--- src/rtl/text_console_cursor_scroll_core_macros.svh ---
// Assertion macros shared by the console core modules.
`ifndef TEXT_CONSOLE_CURSOR_SCROLL_CORE_MACROS_SVH
`define TEXT_CONSOLE_CURSOR_SCROLL_CORE_MACROS_SVH

// Check that cond holds in the same cycle as trig.
`define TCC_ASSERT_SAME(label, trig, cond) \
    label: assert property (@(posedge clk) disable iff (!rst_n) (trig) |-> (cond)) \
        else $error("console core check failed");

// Check that cond holds in the cycle after trig.
`define TCC_ASSERT_NEXT(label, trig, cond) \
    label: assert property (@(posedge clk) disable iff (!rst_n) (trig) |=> (cond)) \
        else $error("console core check failed");

`endif

--- src/rtl/tcc_pkg.sv ---
// Shared types, constants and helper functions of the console core.
`timescale 1ns / 1ps

package tcc_pkg;

    localparam int COLS   = 40;
    localparam int ROWS   = 24;
    localparam int CELLS  = COLS * ROWS;
    localparam int CELL_W = $clog2(CELLS);
    localparam int COL_W  = 6;
    localparam int ROW_W  = 5;
    localparam int ADDR_W = 14;

    localparam logic [7:0]        BLANK      = 8'h20;
    localparam logic [ADDR_W-1:0] BASE_RESET = 14'd2048;

    localparam int FIFO_DEPTH = 2;
    localparam int FIFO_PTR_W = (FIFO_DEPTH > 1) ? $clog2(FIFO_DEPTH) : 1;
    localparam int FIFO_CNT_W = $clog2(FIFO_DEPTH + 1);

    localparam logic [2:0] REQ_PUT    = 3'd0;
    localparam logic [2:0] REQ_NL     = 3'd1;
    localparam logic [2:0] REQ_MOVE   = 3'd2;
    localparam logic [2:0] REQ_SET    = 3'd3;
    localparam logic [2:0] REQ_PUT_AT = 3'd4;

    localparam logic [1:0] DIR_UP    = 2'd0;
    localparam logic [1:0] DIR_DOWN  = 2'd1;
    localparam logic [1:0] DIR_LEFT  = 2'd2;
    localparam logic [1:0] DIR_RIGHT = 2'd3;

    localparam logic [1:0] OP_NONE         = 2'd0;
    localparam logic [1:0] OP_WRITE        = 2'd1;
    localparam logic [1:0] OP_SCROLL       = 2'd2;
    localparam logic [1:0] OP_WRITE_SCROLL = 2'd3;

    typedef struct packed {
        logic [2:0] req_type;
        logic       advance;
        logic [7:0] char_code;
        logic [1:0] direction;
        logic [7:0] col;
        logic [7:0] row;
    } in_item_t;

    typedef struct packed {
        logic              vram_write;
        logic [ADDR_W-1:0] vram_addr;
        logic [7:0]        vram_data;
        logic [COL_W-1:0]  cursor_col;
        logic [ROW_W-1:0]  cursor_row;
        logic              scrolled;
        logic              bad_location;
    } out_item_t;

    typedef struct packed {
        logic [1:0]        op;
        logic [CELL_W-1:0] cell_idx;
        logic [7:0]        data;
        out_item_t         res;
    } cmd_t;

    typedef struct packed {
        logic [COL_W-1:0] x;
        logic [ROW_W-1:0] y;
    } cursor_t;

    typedef struct packed {
        logic clearing;
    } back_status_t;

    function automatic cursor_t place_cursor(input logic [7:0] c, input logic [7:0] r);
        logic [7:0] cc;
        logic [7:0] rr;
        cursor_t    res;
        cc = c;
        rr = r;
        if (c == 8'd255)
        begin
            cc = 8'(COLS - 1);
            rr = r - 8'd1;
        end
        else if (c > 8'(COLS - 1))
        begin
            cc = 8'd0;
            rr = r + 8'd1;
        end
        if (rr == 8'd255)
        begin
            rr = 8'(ROWS - 1);
        end
        else if (rr > 8'(ROWS - 1))
        begin
            rr = 8'd0;
        end
        res.x = cc[COL_W-1:0];
        res.y = rr[ROW_W-1:0];
        return res;
    endfunction

    function automatic logic [CELL_W-1:0] cell_index(input logic [COL_W-1:0] c,
                                                     input logic [ROW_W-1:0] r);
        logic [CELL_W-1:0] p;
        p = CELL_W'(r) * CELL_W'(COLS);
        return p + CELL_W'(c);
    endfunction

endpackage

--- src/rtl/tcc_cmd_fifo.sv ---
// Short command queue between the classify front and the store back end.
`timescale 1ns / 1ps

module tcc_cmd_fifo
    import tcc_pkg::*;
(
    input  logic clk,
    input  logic rst_n,
    input  logic push,
    input  cmd_t din,
    output logic full,
    input  logic pop,
    output cmd_t dout,
    output logic empty
);

    cmd_t                  slot_reg [FIFO_DEPTH];
    logic [FIFO_PTR_W-1:0] wr_ptr_reg;
    logic [FIFO_PTR_W-1:0] wr_ptr_next;
    logic [FIFO_PTR_W-1:0] rd_ptr_reg;
    logic [FIFO_PTR_W-1:0] rd_ptr_next;
    logic [FIFO_CNT_W-1:0] count_reg;
    logic [FIFO_CNT_W-1:0] count_next;
    logic                  do_push;
    logic                  do_pop;

    assign full    = (count_reg == FIFO_CNT_W'(FIFO_DEPTH));
    assign empty   = (count_reg == '0);
    assign do_push = push && !full;
    assign do_pop  = pop && !empty;
    assign dout    = slot_reg[rd_ptr_reg];

    always_comb
    begin
        wr_ptr_next = wr_ptr_reg;
        rd_ptr_next = rd_ptr_reg;
        count_next  = count_reg;
        if (do_push)
        begin
            wr_ptr_next = (wr_ptr_reg == FIFO_PTR_W'(FIFO_DEPTH - 1)) ? '0 : wr_ptr_reg + 1'b1;
        end
        if (do_pop)
        begin
            rd_ptr_next = (rd_ptr_reg == FIFO_PTR_W'(FIFO_DEPTH - 1)) ? '0 : rd_ptr_reg + 1'b1;
        end
        if (do_push && !do_pop)
        begin
            count_next = count_reg + 1'b1;
        end
        else if (do_pop && !do_push)
        begin
            count_next = count_reg - 1'b1;
        end
    end

    always_ff @(posedge clk or negedge rst_n)
    begin
        if (!rst_n)
        begin
            wr_ptr_reg <= '0;
            rd_ptr_reg <= '0;
            count_reg  <= '0;
        end
        else
        begin
            wr_ptr_reg <= wr_ptr_next;
            rd_ptr_reg <= rd_ptr_next;
            count_reg  <= count_next;
        end
    end

    always_ff @(posedge clk)
    begin
        if (do_push)
        begin
            slot_reg[wr_ptr_reg] <= din;
        end
    end

endmodule

--- src/rtl/tcc_front.sv ---
// Request front end: cursor tracking, request decode and command build.
`timescale 1ns / 1ps
`include "text_console_cursor_scroll_core_macros.svh"

module tcc_front
    import tcc_pkg::*;
(
    input  logic              clk,
    input  logic              rst_n,
    input  logic              push,
    input  in_item_t          request,
    output logic              full,
    input  logic              cfg_valid,
    output logic              cfg_ready,
    input  logic [ADDR_W-1:0] cfg_data,
    input  logic              q_full,
    input  back_status_t      back_status,
    output logic              cmd_push,
    output cmd_t              cmd
);

    logic [COL_W-1:0]  x_reg;
    logic [ROW_W-1:0]  y_reg;
    logic [ADDR_W-1:0] base_reg;
    cursor_t           cur_next;
    logic              accept;

    assign full      = q_full || back_status.clearing;
    assign accept    = push && !full;
    assign cmd_push  = accept;
    assign cfg_ready = 1'b1;

    always_comb
    begin
        cmd      = '0;
        cur_next = '{x: x_reg, y: y_reg};
        unique case (request.req_type)
            REQ_PUT:
            begin
                cmd.op       = OP_WRITE;
                cmd.cell_idx = cell_index(x_reg, y_reg);
                cmd.data     = request.char_code;
                if (x_reg == COL_W'(COLS - 1) && y_reg == ROW_W'(ROWS - 1))
                begin
                    cmd.op     = OP_WRITE_SCROLL;
                    cur_next.x = '0;
                end
                else if (request.advance)
                begin
                    cur_next = place_cursor(8'(x_reg) + 8'd1, 8'(y_reg));
                end
            end
            REQ_NL:
            begin
                if (y_reg == ROW_W'(ROWS - 1))
                begin
                    cmd.op     = OP_SCROLL;
                    cur_next.x = '0;
                end
                else
                begin
                    cur_next = place_cursor(8'd0, 8'(y_reg) + 8'd1);
                end
            end
            REQ_MOVE:
            begin
                unique case (request.direction)
                    DIR_UP:    cur_next = place_cursor(8'(x_reg), 8'(y_reg) - 8'd1);
                    DIR_DOWN:  cur_next = place_cursor(8'(x_reg), 8'(y_reg) + 8'd1);
                    DIR_LEFT:  cur_next = place_cursor(8'(x_reg) - 8'd1, 8'(y_reg));
                    DIR_RIGHT: cur_next = place_cursor(8'(x_reg) + 8'd1, 8'(y_reg));
                    default:   cur_next = '{x: x_reg, y: y_reg};
                endcase
            end
            REQ_SET:
            begin
                cur_next = place_cursor(request.col, request.row);
            end
            REQ_PUT_AT:
            begin
                if (request.col < 8'(COLS) && request.row < 8'(ROWS))
                begin
                    cmd.op       = OP_WRITE;
                    cmd.cell_idx = cell_index(request.col[COL_W-1:0], request.row[ROW_W-1:0]);
                    cmd.data     = request.char_code;
                end
                else
                begin
                    cmd.res.bad_location = 1'b1;
                end
            end
            default:
            begin
                cmd.op = OP_NONE;
            end
        endcase
        if (cmd.op == OP_WRITE || cmd.op == OP_WRITE_SCROLL)
        begin
            cmd.res.vram_write = 1'b1;
            cmd.res.vram_addr  = base_reg + ADDR_W'(cmd.cell_idx);
            cmd.res.vram_data  = cmd.data;
        end
        cmd.res.scrolled   = (cmd.op == OP_SCROLL || cmd.op == OP_WRITE_SCROLL);
        cmd.res.cursor_col = cur_next.x;
        cmd.res.cursor_row = cur_next.y;
    end

    always_ff @(posedge clk or negedge rst_n)
    begin
        if (!rst_n)
        begin
            x_reg    <= '0;
            y_reg    <= '0;
            base_reg <= BASE_RESET;
        end
        else
        begin
            if (accept)
            begin
                x_reg <= cur_next.x;
                y_reg <= cur_next.y;
            end
            if (cfg_valid && cfg_ready)
            begin
                base_reg <= cfg_data;
            end
        end
    end

    `TCC_ASSERT_SAME(a_cursor_in_range, 1'b1,
        (x_reg < COL_W'(COLS)) && (y_reg < ROW_W'(ROWS)))
    `TCC_ASSERT_SAME(a_no_accept_while_clearing, back_status.clearing, !accept)

endmodule

--- src/rtl/tcc_back.sv ---
// Store back end: text memory, row scroll walk, reset clear and result register.
`timescale 1ns / 1ps
`include "text_console_cursor_scroll_core_macros.svh"

module tcc_back
    import tcc_pkg::*;
(
    input  logic         clk,
    input  logic         rst_n,
    input  logic         q_empty,
    input  cmd_t         q_cmd,
    output logic         q_pop,
    output back_status_t status,
    output logic         empty,
    input  logic         pop,
    output out_item_t    result
);

    localparam logic [2:0] ST_IDLE  = 3'd0;
    localparam logic [2:0] ST_RD    = 3'd1;
    localparam logic [2:0] ST_WR    = 3'd2;
    localparam logic [2:0] ST_BLANK = 3'd3;
    localparam logic [2:0] ST_DONE  = 3'd4;

    logic [7:0]        mem [CELLS];
    logic [7:0]        rdata_reg;
    logic [2:0]        state_reg;
    logic [2:0]        state_next;
    logic [CELL_W-1:0] ptr_reg;
    logic [CELL_W-1:0] ptr_next;
    logic              scroll_reg;
    logic              scroll_next;
    out_item_t         hold_reg;
    out_item_t         hold_next;
    logic              out_valid_reg;
    logic              out_valid_next;
    out_item_t         out_reg;
    out_item_t         out_next;
    logic              out_free;
    logic              load;
    logic              we;
    logic [CELL_W-1:0] waddr;
    logic [7:0]        wdata;
    logic [CELL_W-1:0] raddr;

    assign out_free        = !out_valid_reg || pop;
    assign empty           = !out_valid_reg;
    assign result          = out_reg;
    assign status.clearing = (state_reg == ST_BLANK) && !scroll_reg;

    always_comb
    begin
        state_next  = state_reg;
        ptr_next    = ptr_reg;
        scroll_next = scroll_reg;
        hold_next   = hold_reg;
        out_next    = out_reg;
        load        = 1'b0;
        q_pop       = 1'b0;
        we          = 1'b0;
        waddr       = ptr_reg;
        wdata       = BLANK;
        raddr       = ptr_reg + CELL_W'(COLS);
        unique case (state_reg)
            ST_IDLE:
            begin
                if (!q_empty)
                begin
                    waddr = q_cmd.cell_idx;
                    wdata = q_cmd.data;
                    if (q_cmd.op == OP_SCROLL || q_cmd.op == OP_WRITE_SCROLL)
                    begin
                        we          = (q_cmd.op == OP_WRITE_SCROLL);
                        q_pop       = 1'b1;
                        hold_next   = q_cmd.res;
                        ptr_next    = '0;
                        scroll_next = 1'b1;
                        state_next  = ST_RD;
                    end
                    else if (out_free)
                    begin
                        we       = (q_cmd.op == OP_WRITE);
                        q_pop    = 1'b1;
                        load     = 1'b1;
                        out_next = q_cmd.res;
                    end
                end
            end
            ST_RD:
            begin
                state_next = ST_WR;
            end
            ST_WR:
            begin
                we       = 1'b1;
                wdata    = rdata_reg;
                ptr_next = ptr_reg + 1'b1;
                if (ptr_reg == CELL_W'(CELLS - COLS - 1))
                begin
                    state_next = ST_BLANK;
                end
                else
                begin
                    state_next = ST_RD;
                end
            end
            ST_BLANK:
            begin
                we = 1'b1;
                if (ptr_reg == CELL_W'(CELLS - 1))
                begin
                    state_next = scroll_reg ? ST_DONE : ST_IDLE;
                end
                else
                begin
                    ptr_next = ptr_reg + 1'b1;
                end
            end
            ST_DONE:
            begin
                if (out_free)
                begin
                    load        = 1'b1;
                    out_next    = hold_reg;
                    scroll_next = 1'b0;
                    state_next  = ST_IDLE;
                end
            end
            default:
            begin
                state_next = ST_IDLE;
            end
        endcase
        if (load)
        begin
            out_valid_next = 1'b1;
        end
        else if (pop)
        begin
            out_valid_next = 1'b0;
        end
        else
        begin
            out_valid_next = out_valid_reg;
        end
    end

    always_ff @(posedge clk or negedge rst_n)
    begin
        if (!rst_n)
        begin
            state_reg     <= ST_BLANK;
            ptr_reg       <= '0;
            scroll_reg    <= 1'b0;
            out_valid_reg <= 1'b0;
        end
        else
        begin
            state_reg     <= state_next;
            ptr_reg       <= ptr_next;
            scroll_reg    <= scroll_next;
            out_valid_reg <= out_valid_next;
        end
    end

    always_ff @(posedge clk)
    begin
        hold_reg <= hold_next;
        out_reg  <= out_next;
    end

    always_ff @(posedge clk)
    begin
        if (we)
        begin
            mem[waddr] <= wdata;
        end
        rdata_reg <= mem[raddr];
    end

    `TCC_ASSERT_NEXT(a_read_then_write, state_reg == ST_RD, state_reg == ST_WR)
    `TCC_ASSERT_SAME(a_no_result_overwrite, out_valid_reg && !pop, !load)
    `TCC_ASSERT_SAME(a_no_take_while_busy, state_reg != ST_IDLE, !q_pop)
    `TCC_ASSERT_SAME(a_ptr_in_range, 1'b1, ptr_reg < CELL_W'(CELLS))

endmodule

--- src/rtl/text_console_cursor_scroll_core.sv ---
// Top level of the text console core: front end, command queue and store back end.
// Usage:
//   Requests enter through a queue-style port: drive request and raise push;
//   the beat is taken on a rising edge with push high and full low.
//   Results leave the same way: while empty is low, result holds the oldest
//   result; it is taken on a rising edge with pop high.
//   cfg_data loads the name table base on a cfg_valid/cfg_ready beat;
//   cfg_ready is always high. Write it only while the core is idle.
// Throughput and scrolling:
//   A request that does not scroll reaches the ports through the command queue
//   and the result register; such requests stream at one per cycle while
//   results are taken and no scroll is under way. A scroll reads then writes
//   each moved cell of the text memory, then blanks the last row; requests
//   keep queueing behind it until the two-entry queue fills.
// Reset:
//   rst_n clears the cursor to the top-left and sets the base to 2048, then a
//   clearing pass writes spaces to all 960 cells, one per cycle; full stays
//   high until the pass ends.
// Stall: with empty low and pop low the result holds; the back end then
//   stops at its next result and full rises once the queue is full.
`timescale 1ns / 1ps

module text_console_cursor_scroll_core
    import tcc_pkg::*;
(
    input  logic              clk,
    input  logic              rst_n,
    input  logic              push,
    input  in_item_t          request,
    output logic              full,
    output logic              empty,
    input  logic              pop,
    output out_item_t         result,
    input  logic              cfg_valid,
    output logic              cfg_ready,
    input  logic [ADDR_W-1:0] cfg_data
);

    logic         q_full;
    logic         q_empty;
    logic         q_push;
    logic         q_pop;
    cmd_t         q_din;
    cmd_t         q_dout;
    back_status_t back_status;

    tcc_front u_front (
        .clk         (clk),
        .rst_n       (rst_n),
        .push        (push),
        .request     (request),
        .full        (full),
        .cfg_valid   (cfg_valid),
        .cfg_ready   (cfg_ready),
        .cfg_data    (cfg_data),
        .q_full      (q_full),
        .back_status (back_status),
        .cmd_push    (q_push),
        .cmd         (q_din)
    );

    tcc_cmd_fifo u_fifo (
        .clk   (clk),
        .rst_n (rst_n),
        .push  (q_push),
        .din   (q_din),
        .full  (q_full),
        .pop   (q_pop),
        .dout  (q_dout),
        .empty (q_empty)
    );

    tcc_back u_back (
        .clk     (clk),
        .rst_n   (rst_n),
        .q_empty (q_empty),
        .q_cmd   (q_dout),
        .q_pop   (q_pop),
        .status  (back_status),
        .empty   (empty),
        .pop     (pop),
        .result  (result)
    );

endmodule

--- config.mk ---
export PLATFORM = sky130hd
export DESIGN_NAME = text_console_cursor_scroll_core
export DESIGN_NICKNAME = d
export VERILOG_FILES = /design/src/rtl/tcc_pkg.sv /design/src/rtl/tcc_cmd_fifo.sv /design/src/rtl/tcc_front.sv /design/src/rtl/tcc_back.sv /design/src/rtl/text_console_cursor_scroll_core.sv
export VERILOG_INCLUDE_DIRS = /design/src /design/src/rtl
export SDC_FILE = /design/constraint.sdc
export NUM_CORES = 1
export LEC_CHECK = 0
export BUFFER_PORTS_ARGS = -buffer_cell sky130_fd_sc_hd__buf_4
export CAP_MARGIN = 30
export CORE_MARGIN = 2
export CORE_UTILIZATION = 25
export CTS_CLUSTER_DIAMETER = 50
export CTS_CLUSTER_SIZE = 30
export DETAILED_ROUTE_END_ITERATION = 12
export SYNTH_ARGS = -nofsm -noshare
export SYNTH_HDL_FRONTEND = slang
export SYNTH_SLANG_ARGS = --single-unit
--- constraint.sdc ---
create_clock -name clk -period 8.2 [get_ports clk]
set_input_delay 0.82 -clock clk [delete_from_list [all_inputs] [get_ports clk]]
set_output_delay 0.82 -clock clk [all_outputs]
set_load 0.005 [all_outputs]
== Word-level counts from Yosys, hierarchy flattened ==
Memory sizes are Yosys's and may differ from the RTL's.
Cells that the tools add are included.
Widths: inputs -> output; s select.

* Register bits after elaboration: 116
* RAM bits: 112
* Input port bits: 49
* Output and inout port bits: 39
* Logic and storage cells: 218
* Memories kept: 1

* Add/subtract/negate cells: 16
* Multiply operators: 2
* Magnitude comparators: 13
* Equality and inequality tests: 38
* Multiplexer cells: 90
* Bitwise operators: 1
* Reduce and logical (&&, ||, !) cells: 33

{| class="wikitable"
|+ Memories
! name !! words !! bits a word !! rd ports !! clocked after memory_dff !! write ports !! RTL line !! source
|-
| u_fifo.slot_reg || 2 || 56 || 1 || 0 || 1 || tcc_cmd_fifo.sv:17 || <nowiki>cmd_t slot_reg [FIFO_DEPTH];</nowiki>
|}

{| class="wikitable"
|+ Operators with widths
! kind !! count
|-
| $mux 36 || 4
|-
| $mux 8 || 18
|-
| $pmux 11 s4 || 2
|-
| $mux 5 || 16
|-
| $pmux 36 s2 || 1
|-
| $eq 8x8->1 const B || 8
|-
| $mux 6 || 10
|-
| $gt 8x5->1 const B || 6
|-
| $pmux 18 s2 || 1
|-
| $mux 10 || 3
|-
| $pmux 10 s3 || 1
|-
| $mux 23 || 1
|-
| $add 10x6->10 || 2
|-
| $eq 10x10->1 const B || 2
|-
| $mux 19 || 1
|-
| $mux 1 || 17
|-
| $add 8x1->8 const B || 2
|-
| $gt 8x6->1 const B || 2
|-
| $mux 3 || 5
|-
| $pmux 3 s5 || 1
|-
| $add 14x10->14 || 1
|-
| $add 6x1->7 const B || 2
|-
| $eq 2x2->1 const B || 7
|-
| $mul 5x3->7 const B || 2
|-
| other kinds (38) || 78
|}

== Logic depth before layout (Yosys ltp) ==
Gate-level depths: netlist of the first run.

* Depth after elaboration: 13
* Depth in mapped cells: 17

== Modules after synthesis ==
Synthesis of the first run repeated with hierarchy kept, for this count alone.

* Cell total of the unflattened synthesis: 1,041
* Area total of the unflattened synthesis: 12,841.1 um^2

{| class="wikitable"
|+ Modules (own cells, without submodules)
! module !! times used !! cells an instance !! area each (um^2) !! seq. area each (um^2)
|-
| tcc_front || 1 || 643 || 4,869.7 || 626.9
|-
| tcc_cmd_fifo || 1 || 193 || 4,357.9 || 3,463.3
|-
| tcc_back || 1 || 205 || 3,613.5 || 2,539.9
|}

== Worst setup path after synthesis of the first run ==
OpenSTA, ideal clock, no wires.

* Path type: in2reg
* Start: in request[29] (netlist bit)
* End: mem u_fifo.slot_reg[0][32] (netlist bit) (data pin)
* Setup time: 0.268 ns
* Data arrival time: 3.628 ns
* Setup slack: 4.304 ns
* Cell stages on the path: 16
* Cell sequence: clkbuf_1 inv_1 clkbuf_1 or3_1 nor2_1 nand2_1 o21ai_0 ha_1 a21o_1 a21oi_1 o21bai_1 a21oi_1 o21bai_1 a31oi_1 o21ai_0 mux2i_1

{| class="wikitable"
|+ RTL lines
! what !! RTL line !! source
|-
| start, declared || text_console_cursor_scroll_core.sv:29 || <nowiki>input in_item_t request,</nowiki>
|-
| end, declared || tcc_cmd_fifo.sv:17 ||
|}

==> results.sh, run 1 <==
export IMPL_run_status="finished clean"
export IMPL_swShare=0.403
export IMPL_slew_headroom=0.414
export IMPL_seq_area_frac_synth=0.493
export IMPL_final_min_clock_period_ns=4.26
export IMPL_area_growth_synth_to_final_pct=17.0
export IMPL_gp_congestion=0.951
export IMPL_dr_pass1_iters=6
export IMPL_cts_setup_buffers=0
export IMPL_hold_class="in -> async"
export IMPL_syn_area_per_cell_sq_um=11.2
export IMPL_synth_warnings=0
export IMPL_antenna_found_initial=1
export IMPL_start_util=0.253
export IMPL_ys_ff_latch=190
export IMPL_cts_buffer_depth=2
export IMPL_seqPwrFrac=0.368
export IMPL_worst_slack_ns=3.94
export IMPL_p_sw_uw=1740
export IMPL_holdWs_ns=0.398
export IMPL_ant_nets=0
export IMPL_p_int_uw=2580
export IMPL_pin_count=88
export IMPL_placementRows=77
export IMPL_power_frac_clock=0.195
export IMPL_drv_slew=0
export IMPL_hold_viol_final=0
export IMPL_die_x_um=215
export IMPL_crit_path_start_kind="register"
export IMPL_synth_main_ff_cell="edfxtp_1"
export IMPL_finalSetupViolCount=0
export IMPL_detailedPlace_worstSlack_ns=3.73
export IMPL_synth_cell_types=86
export IMPL_synthCells=991
export IMPL_routed_via_count=8312
export IMPL_drive_gt1_frac=0.230
export IMPL_io_buffers=86
export IMPL_numCtsBuffers=17
export IMPL_final_util=0.296
export IMPL_end_kind="register"
export IMPL_synth_edff_count=146
export IMPL_grt_pass1_vias=7967
export IMPL_cts_sinks=190
export IMPL_path_max_fanout=15
export IMPL_synth_area_sq_um=11100
export IMPL_clock_latency_ns=0.43
export IMPL_cp_required_ns=8.46
export IMPL_fp_dieH_um=215
export IMPL_grt_usage=0.131
export IMPL_routedWlPerCell_um=18.3
export IMPL_power_frac_comb=0.438
export IMPL_worst_pin_slew_ns=0.872
export IMPL_rsz0062_at_grt="false"
export IMPL_place_hpwl_um=22300
export IMPL_grt_pass1_wl_um=47200
export IMPL_routed_via_density=5.02
export IMPL_cts_tree="built"
export IMPL_postCtsHoldBufs=0
export IMPL_max_clock_freq_ghz=0.235
export IMPL_postCtsResizedCells=0
export IMPL_syn_nets=1087
export IMPL_grt_start_max_net_pins=45
export IMPL_clk_pin_slew_ns=0.08
export IMPL_cap_violations=0
export IMPL_first_iter_violations=791
export IMPL_die_area_sq_um=46200
export IMPL_worst_ep_arrival_time_ns=4.51
export IMPL_drc=0
export IMPL_largest_reg_flops=74
export IMPL_cts_max_level=4
export IMPL_wl_um=30400
export IMPL_ir_drop_mv=0.132
export IMPL_p_leak_uw=0.00473
export IMPL_synth_async_reset_ratio=0.232
export IMPL_root_buffer="clkbuf_16"
export IMPL_critical_path_class="reg -> reg"
export IMPL_grt_overflow_total=0
export IMPL_min_period_over_period=0.519
export IMPL_power_density_nw_per_um2=332
export IMPL_tns_ns=0
export IMPL_fin_nets=1146
export IMPL_coreArea_sq_um=44000
export IMPL_fin_skew_ns=0.0154
[cells by family (layout without fill, tap and decap cells)]
kind of cell	after synthesis	after routing	synth area share
other	1	2	0.000337
buffers and inverters	91	163	0.0331
muxes	103	103	0.103
xor gates and xnor gates	49	49	0.0386
AOI/OAI and AO/OA	214	214	0.137
and+or+nand+nor	296	296	0.138
DFF	190	190	0.493
adders and majority gates	47	47	0.0562
[power groups by stage]
| stage | clock network [uW] | registers, uW | logic (uW) |
|---|---|---|---|
| 2_1_floorplan | 0 | 1480 | 1410 |
| 3_3_place_gp | 0 | 1600 | 1840 |
| 3_5_place_dp | 0 | 1610 | 1870 |
| 4_1_cts | 864 | 1590 | 1880 |
| 5_1_grt | 899 | 1620 | 2080 |
| 6_report | 841 | 1590 | 1890 |
[path summary, 6_finish.rpt]
kind                                          start                    end  slack (ns)  cells after the start
min in group clk                u_fifo.count_reg[1]    u_fifo.count_reg[1]        0.49                      1
worst min-delay path                          rst_n   u_back.out_valid_reg        0.40                      1
worst max-delay path               u_front.x_reg[0]  u_fifo.slot_reg[0][9]        3.94                     10
worst min register to register  u_fifo.count_reg[1]    u_fifo.count_reg[1]        0.49                      1
max in group asynchronous                     rst_n    u_front.base_reg[1]        7.34                      1
worst max register to register     u_front.x_reg[0]  u_fifo.slot_reg[0][9]        3.94                     10
[per-layer routing]
layer	vias to the layer above	part of all wire	global-route usage	wire [um]
met3	37	0.056	0.0201	1710
met4	0	0.020	0.0391	598
met5	-	0	0	0
met1	4131	0.47	0.182	14100
met2	282	0.46	0.208	13900
li1	3862	-	-	-
[Yosys cell counts (all sizes together), types with 5 or more instances]
| cell type | n | area share |
|---|---|---|
| edfxtp | 146 | 0.39 |
| mux2 | 91 | 0.092 |
| nor2 | 81 | 0.028 |
| nand2 | 56 | 0.019 |
| clkbuf | 43 | 0.015 |
| a21oi | 42 | 0.019 |
| ha | 42 | 0.047 |
| o21ai | 42 | 0.019 |
| dfrtp | 41 | 0.092 |
| inv | 35 | 0.012 |
| nand3 | 34 | 0.015 |
| xnor2 | 31 | 0.024 |
| xor2 | 18 | 0.014 |
| nor3 | 15 | 0.0067 |
| a31oi | 14 | 0.0079 |
| and2 | 14 | 0.0079 |
| nand2b | 14 | 0.0079 |
| and3 | 13 | 0.0073 |
| nor4 | 13 | 0.0087 |
| mux2i | 12 | 0.011 |
| a21o | 11 | 0.0074 |
| buf | 11 | 0.0061 |
| nand4 | 11 | 0.0062 |
| nor2b | 9 | 0.0051 |
| o22ai | 8 | 0.0057 |
| o221ai | 7 | 0.0055 |
| o31ai | 7 | 0.0047 |
| or3 | 7 | 0.0044 |
| nor3b | 6 | 0.0040 |
| o211ai | 6 | 0.0040 |
| o21bai | 6 | 0.0040 |
| a221oi | 5 | 0.0045 |
| a32oi | 5 | 0.0039 |
| and4 | 5 | 0.0039 |
| fa | 5 | 0.0090 |
[area by class of cell]
cell class,count,area [sq um]
Antenna cell,1,2.50
Clock buffer,17,425
Clock inverter,15,199
Fill cell,4523,31000
Inverter,37,139
Multi-Input combinational cell,710,5300
Sequential cell,190,5490
Tap cell,592,741
Timing Repair Buffer,94,718
[layout by cell type (no fill, tap or decap), types with 6 or more instances in the layout]
master,instances
edfxtp_1,146
buf_4,93
mux2_2,91
nor2_1,77
nand2_1,56
a21oi_1,42
ha_1,42
dfrtp_1,41
o21ai_0,39
inv_1,35
nand3_1,34
xnor2_1,31
xor2_1,18
clkbuf_16,17
nor3_1,15
and2_1,14
a31oi_1,14
nand2b_1,14
and3_1,13
mux2i_1,12
nor4_1,12
a21o_1,11
nand4_1,11
nor2b_1,8
o221ai_1,7
o22ai_1,7
o31ai_1,7
or3_1,6
o211ai_1,6
o21bai_1,6
nor3b_1,6
[through the flow]
step	instances	power, uW	area, sq um
6_report	1656	4320	13000
5_1_grt	1656	4600	13000
4_1_cts	1655	4330	13000
3_5_place_dp	1623	3470	12400
3_3_place_gp	1622	3440	12400
2_1_floorplan	991	2900	11100
[critical path: stages (launching register included)]
cell and delay (ns):
dfrtp_1 0.58, inv_1 0.36, ha_1 0.37, or3b_1 0.50
o211a_1 0.29, o21ai_0 0.46, o21ai_0 0.34, o221ai_1 0.25
mux2i_1 0.16, o221ai_1 0.48, o21a_1 0.30
No activity file was read; power rests on OpenSTA's default activity.
==> run 2: changes to the inputs <==
--- a/config.mk
+++ b/config.mk
@@ -6,6 +6,7 @@
 export SDC_FILE = /design/constraint.sdc
 export NUM_CORES = 1
 export LEC_CHECK = 0
+export ABC_AREA = 1
 export BUFFER_PORTS_ARGS = -buffer_cell sky130_fd_sc_hd__buf_4
 export CAP_MARGIN = 30
 export CORE_MARGIN = 2
==> constraint.sdc (replaced) <==
create_clock -name clk -period 3.6 [get_ports clk]
set_input_delay 0.36 -clock clk [delete_from_list [all_inputs] [get_ports clk]]
set_output_delay 0.36 -clock clk [all_outputs]
set_load 0.005 [all_outputs]
==> run 2 against run 1 <==
  * Utilization grew 0.81 points
  * Clock power grew 120%
  * Clock-buffer cell count is the same
  * Power grew 130%
  * Non-clock buffer count grew 39
  * Sequential share of layout area shrank 1.2 points
  * Synthesized cell count grew 30%
  * Fmax grew 26%
==> results.sh, run 2 <==
export IMPL_run_status="finished clean"
export IMPL_ant_nets=0
export IMPL_hold_class="in -> reg"
export IMPL_final_min_clock_period_ns=3.38
export IMPL_detailedPlace_worstSlack_ns=-0.120
export IMPL_min_period_over_period=0.938
export IMPL_cap_violations=0
export IMPL_worst_ep_arrival_time_ns=3.54
export IMPL_antenna_found_initial=0
export IMPL_startpoint="u_front.y_reg[1]"
export IMPL_hold_viol_final=0
export IMPL_numCtsBuffers=17
export IMPL_first_iter_violations=610
export IMPL_cts_tree="built"
export IMPL_routed_via_count=9029
export IMPL_syn_nets=1380
export IMPL_timing_rr_end="u_fifo.slot_reg[0][34]"
export IMPL_cts_max_level=4
export IMPL_die_area_sq_um=46300
export IMPL_drive_gt1_frac=0.174
export IMPL_layout_commonest_cell="nand2_1"
export IMPL_synth_cell_types=66
export IMPL_syn_area_per_cell_sq_um=8.69
export IMPL_seq_area_frac_synth=0.492
export IMPL_rsz0062_at_grt="true"
export IMPL_min_path_cells=3
export IMPL_worst_pin_slew_ns=0.695
export IMPL_grt_pass1_vias=8545
export IMPL_synth_main_ff_cell="edfxtp_1"
export IMPL_grt_pass1_wl_um=45700
export IMPL_coreArea_sq_um=44100
export IMPL_grt_usage=0.123
export IMPL_synth_async_reset_ratio=0.232
export IMPL_power_density_nw_per_um2=757
export IMPL_routedWlPerCell_um=14.2
export IMPL_reg2reg_slack_ns=0.22
export IMPL_wl_um=28400
export IMPL_clk_pin_slew_ns=0.08
export IMPL_die_x_um=215
export IMPL_fp_dieH_um=215
export IMPL_area_growth_synth_to_final_pct=20.1
export IMPL_fin_nets=1496
export IMPL_netlist_top_cells_count="326 x nand2_1, 146 x edfxtp_1, 146 x nor2_1, 133 x inv_1, 79 x nand3_1"
export IMPL_start_util=0.253
export IMPL_synth_area_leaders="edfxtp_1 39%, nand2_1 11%, dfrtp_1 9.2%"
export IMPL_slew_headroom=0.535
export IMPL_grt_start_max_net_pins=45
export IMPL_synth_top_area_cell="edfxtp_1"
export IMPL_max_clock_freq_ghz=0.296
export IMPL_fin_skew_ns=0.0147
export IMPL_cts_buffer_depth=2
export IMPL_hold_end="u_front.base_reg[13]"
export IMPL_hp_start="cfg_data[13]"
export IMPL_cts_sinks=190
export IMPL_crit_path_start_kind="register"
export IMPL_routed_via_density=4.50
export IMPL_root_buffer="clkbuf_16"
export IMPL_end_kind="register"
export IMPL_dr_pass1_iters=5
export IMPL_gp_congestion=0.909
export IMPL_mostFrequentLayoutCells="324 x nand2_1, 146 x edfxtp_1, 142 x nor2_1, 133 x inv_1, 132 x buf_4"
export IMPL_tns_ns=0
export IMPL_synth_warnings=0
export IMPL_drv_slew=0
export IMPL_place_hpwl_um=21300
export IMPL_finalSetupViolCount=0
export IMPL_ys_ff_latch=190
export IMPL_synth_area_sq_um=11200
export IMPL_reg2regPathDepth=19
export IMPL_pin_count=88
export IMPL_p_leak_uw=0.00583
export IMPL_timing_rr_start="u_front.y_reg[1]"
export IMPL_path_max_fanout=3
export IMPL_antennaDiodeCount=0
export IMPL_critical_path_class="reg -> reg"
export IMPL_synth_edff_count=146
export IMPL_worst_slack_ns=0.225
export IMPL_grt_overflow_total=0
export IMPL_clock_latency_ns=0.44
export IMPL_cp_required_ns=3.76
export IMPL_placementRows=77
export IMPL_ir_drop_mv=0.352
export IMPL_io_buffers=86
export IMPL_synth_most_common_cell="nand2_1"
export IMPL_yosysTopAreaCellShare=0.393
export IMPL_drc=0
export IMPL_synthCells=1284
export IMPL_largest_reg_flops=74
[run 2: changes by cell type in the layout (fill, tap and decap cells not counted), sizes merged, moves of 13 or more]
cell    before  now
a31oi       14   42
xnor2       31    8
inv         40  155
mux2        91   11
nand2b      14    0
nand2       56  342
nand3       34   85
buf         94  132
and3        13    0
nor2        81  155
nor3        15   28
[run 2: power by group]
group	switching [uW]	total (uW)	internal [uW]
logic	3040	4700	1650
clock network	917	1850	938
registers	281	3600	3320
total	4240	10200	5910
[run 2: layer usage]
metal  wire length [um]  up-vias  part of all wire  global-route usage
met2              12800      254              0.45               0.195
met1              13500     4194              0.48               0.173
met4                306        0             0.011              0.0297
li1                   -     4562                 -                   -
met3               1710       19             0.060              0.0249
met5                  0        -                 0                   0
[run 2: through the flow]
step	hold WS (ns)	power, uW	utilization	cells	instance area (sq um)
after global placement	0.424	8250	0.289	1969	12700
after global routing	0.132	10900	0.304	2005	13400
after floorplan	0.0644	6740	-	1284	11200
final	0.137	10200	0.304	2005	13400
after CTS	0.127	10200	0.302	2002	13300
after detailed placement	0.428	8290	0.289	1969	12700
[run 2: logic make-up (layout without fill, tap and decap cells)]
group,after synthesis,in the layout,share of synthesized area
and+or+nand+nor,645,645,0.252
DFF,190,190,0.492
buffers and inverters,183,312,0.0646
AOI/OAI and AO/OA,177,177,0.0975
adders and majority gates,47,47,0.0561
xor gates and xnor gates,30,30,0.0266
muxes,11,11,0.0111
other,1,1,0.000336
[run 2: layout make-up]
cell class	count	area (sq um)
Clock buffer	17	425
Clock inverter	15	164
Fill cell	4689	30700
Inverter	147	554
Multi-Input combinational cell	911	5030
Sequential cell	190	5490
Tap cell	592	741
Timing Repair Buffer	133	1000
[run 2: what timing repair did]
item | 4_1_cts | 5_1_grt
buffers inserted | 0 | 3
hold buffers | 1 | 0
setup endpoints to repair | 0 | 8
resized for setup | 0 | 8
endpoints found under the hold margin | 41 | 0
[run 2: how the worst max path moves through the flow]
stage,cells after the start,to
floorplan,15,u_fifo.slot_reg[0][34]
detailed placement,20,u_fifo.slot_reg[1][34]
global placement,17,u_fifo.slot_reg[0][34]
CTS,19,u_fifo.slot_reg[0][34]
finish,19,u_fifo.slot_reg[0][34]
global route,19,u_fifo.slot_reg[0][34]
[run 2: worst max-delay path, stage by stage (launching register included)]
cell and delay [ns]:
dfrtp_1 0.39, ha_1 0.30, ha_1 0.21, inv_1 0.07, fa_2 0.47, nor2_2 0.14
inv_1 0.06, nor2_1 0.11, xnor2_1 0.13, o21ai_1 0.09, ha_1 0.31, nand2_2 0.09
nor2_1 0.05, a21oi_1 0.12, o311ai_1 0.11, buf_4 0.14, nand2_1 0.07, inv_1 0.05
a21oi_1 0.12, nor3_1 0.07
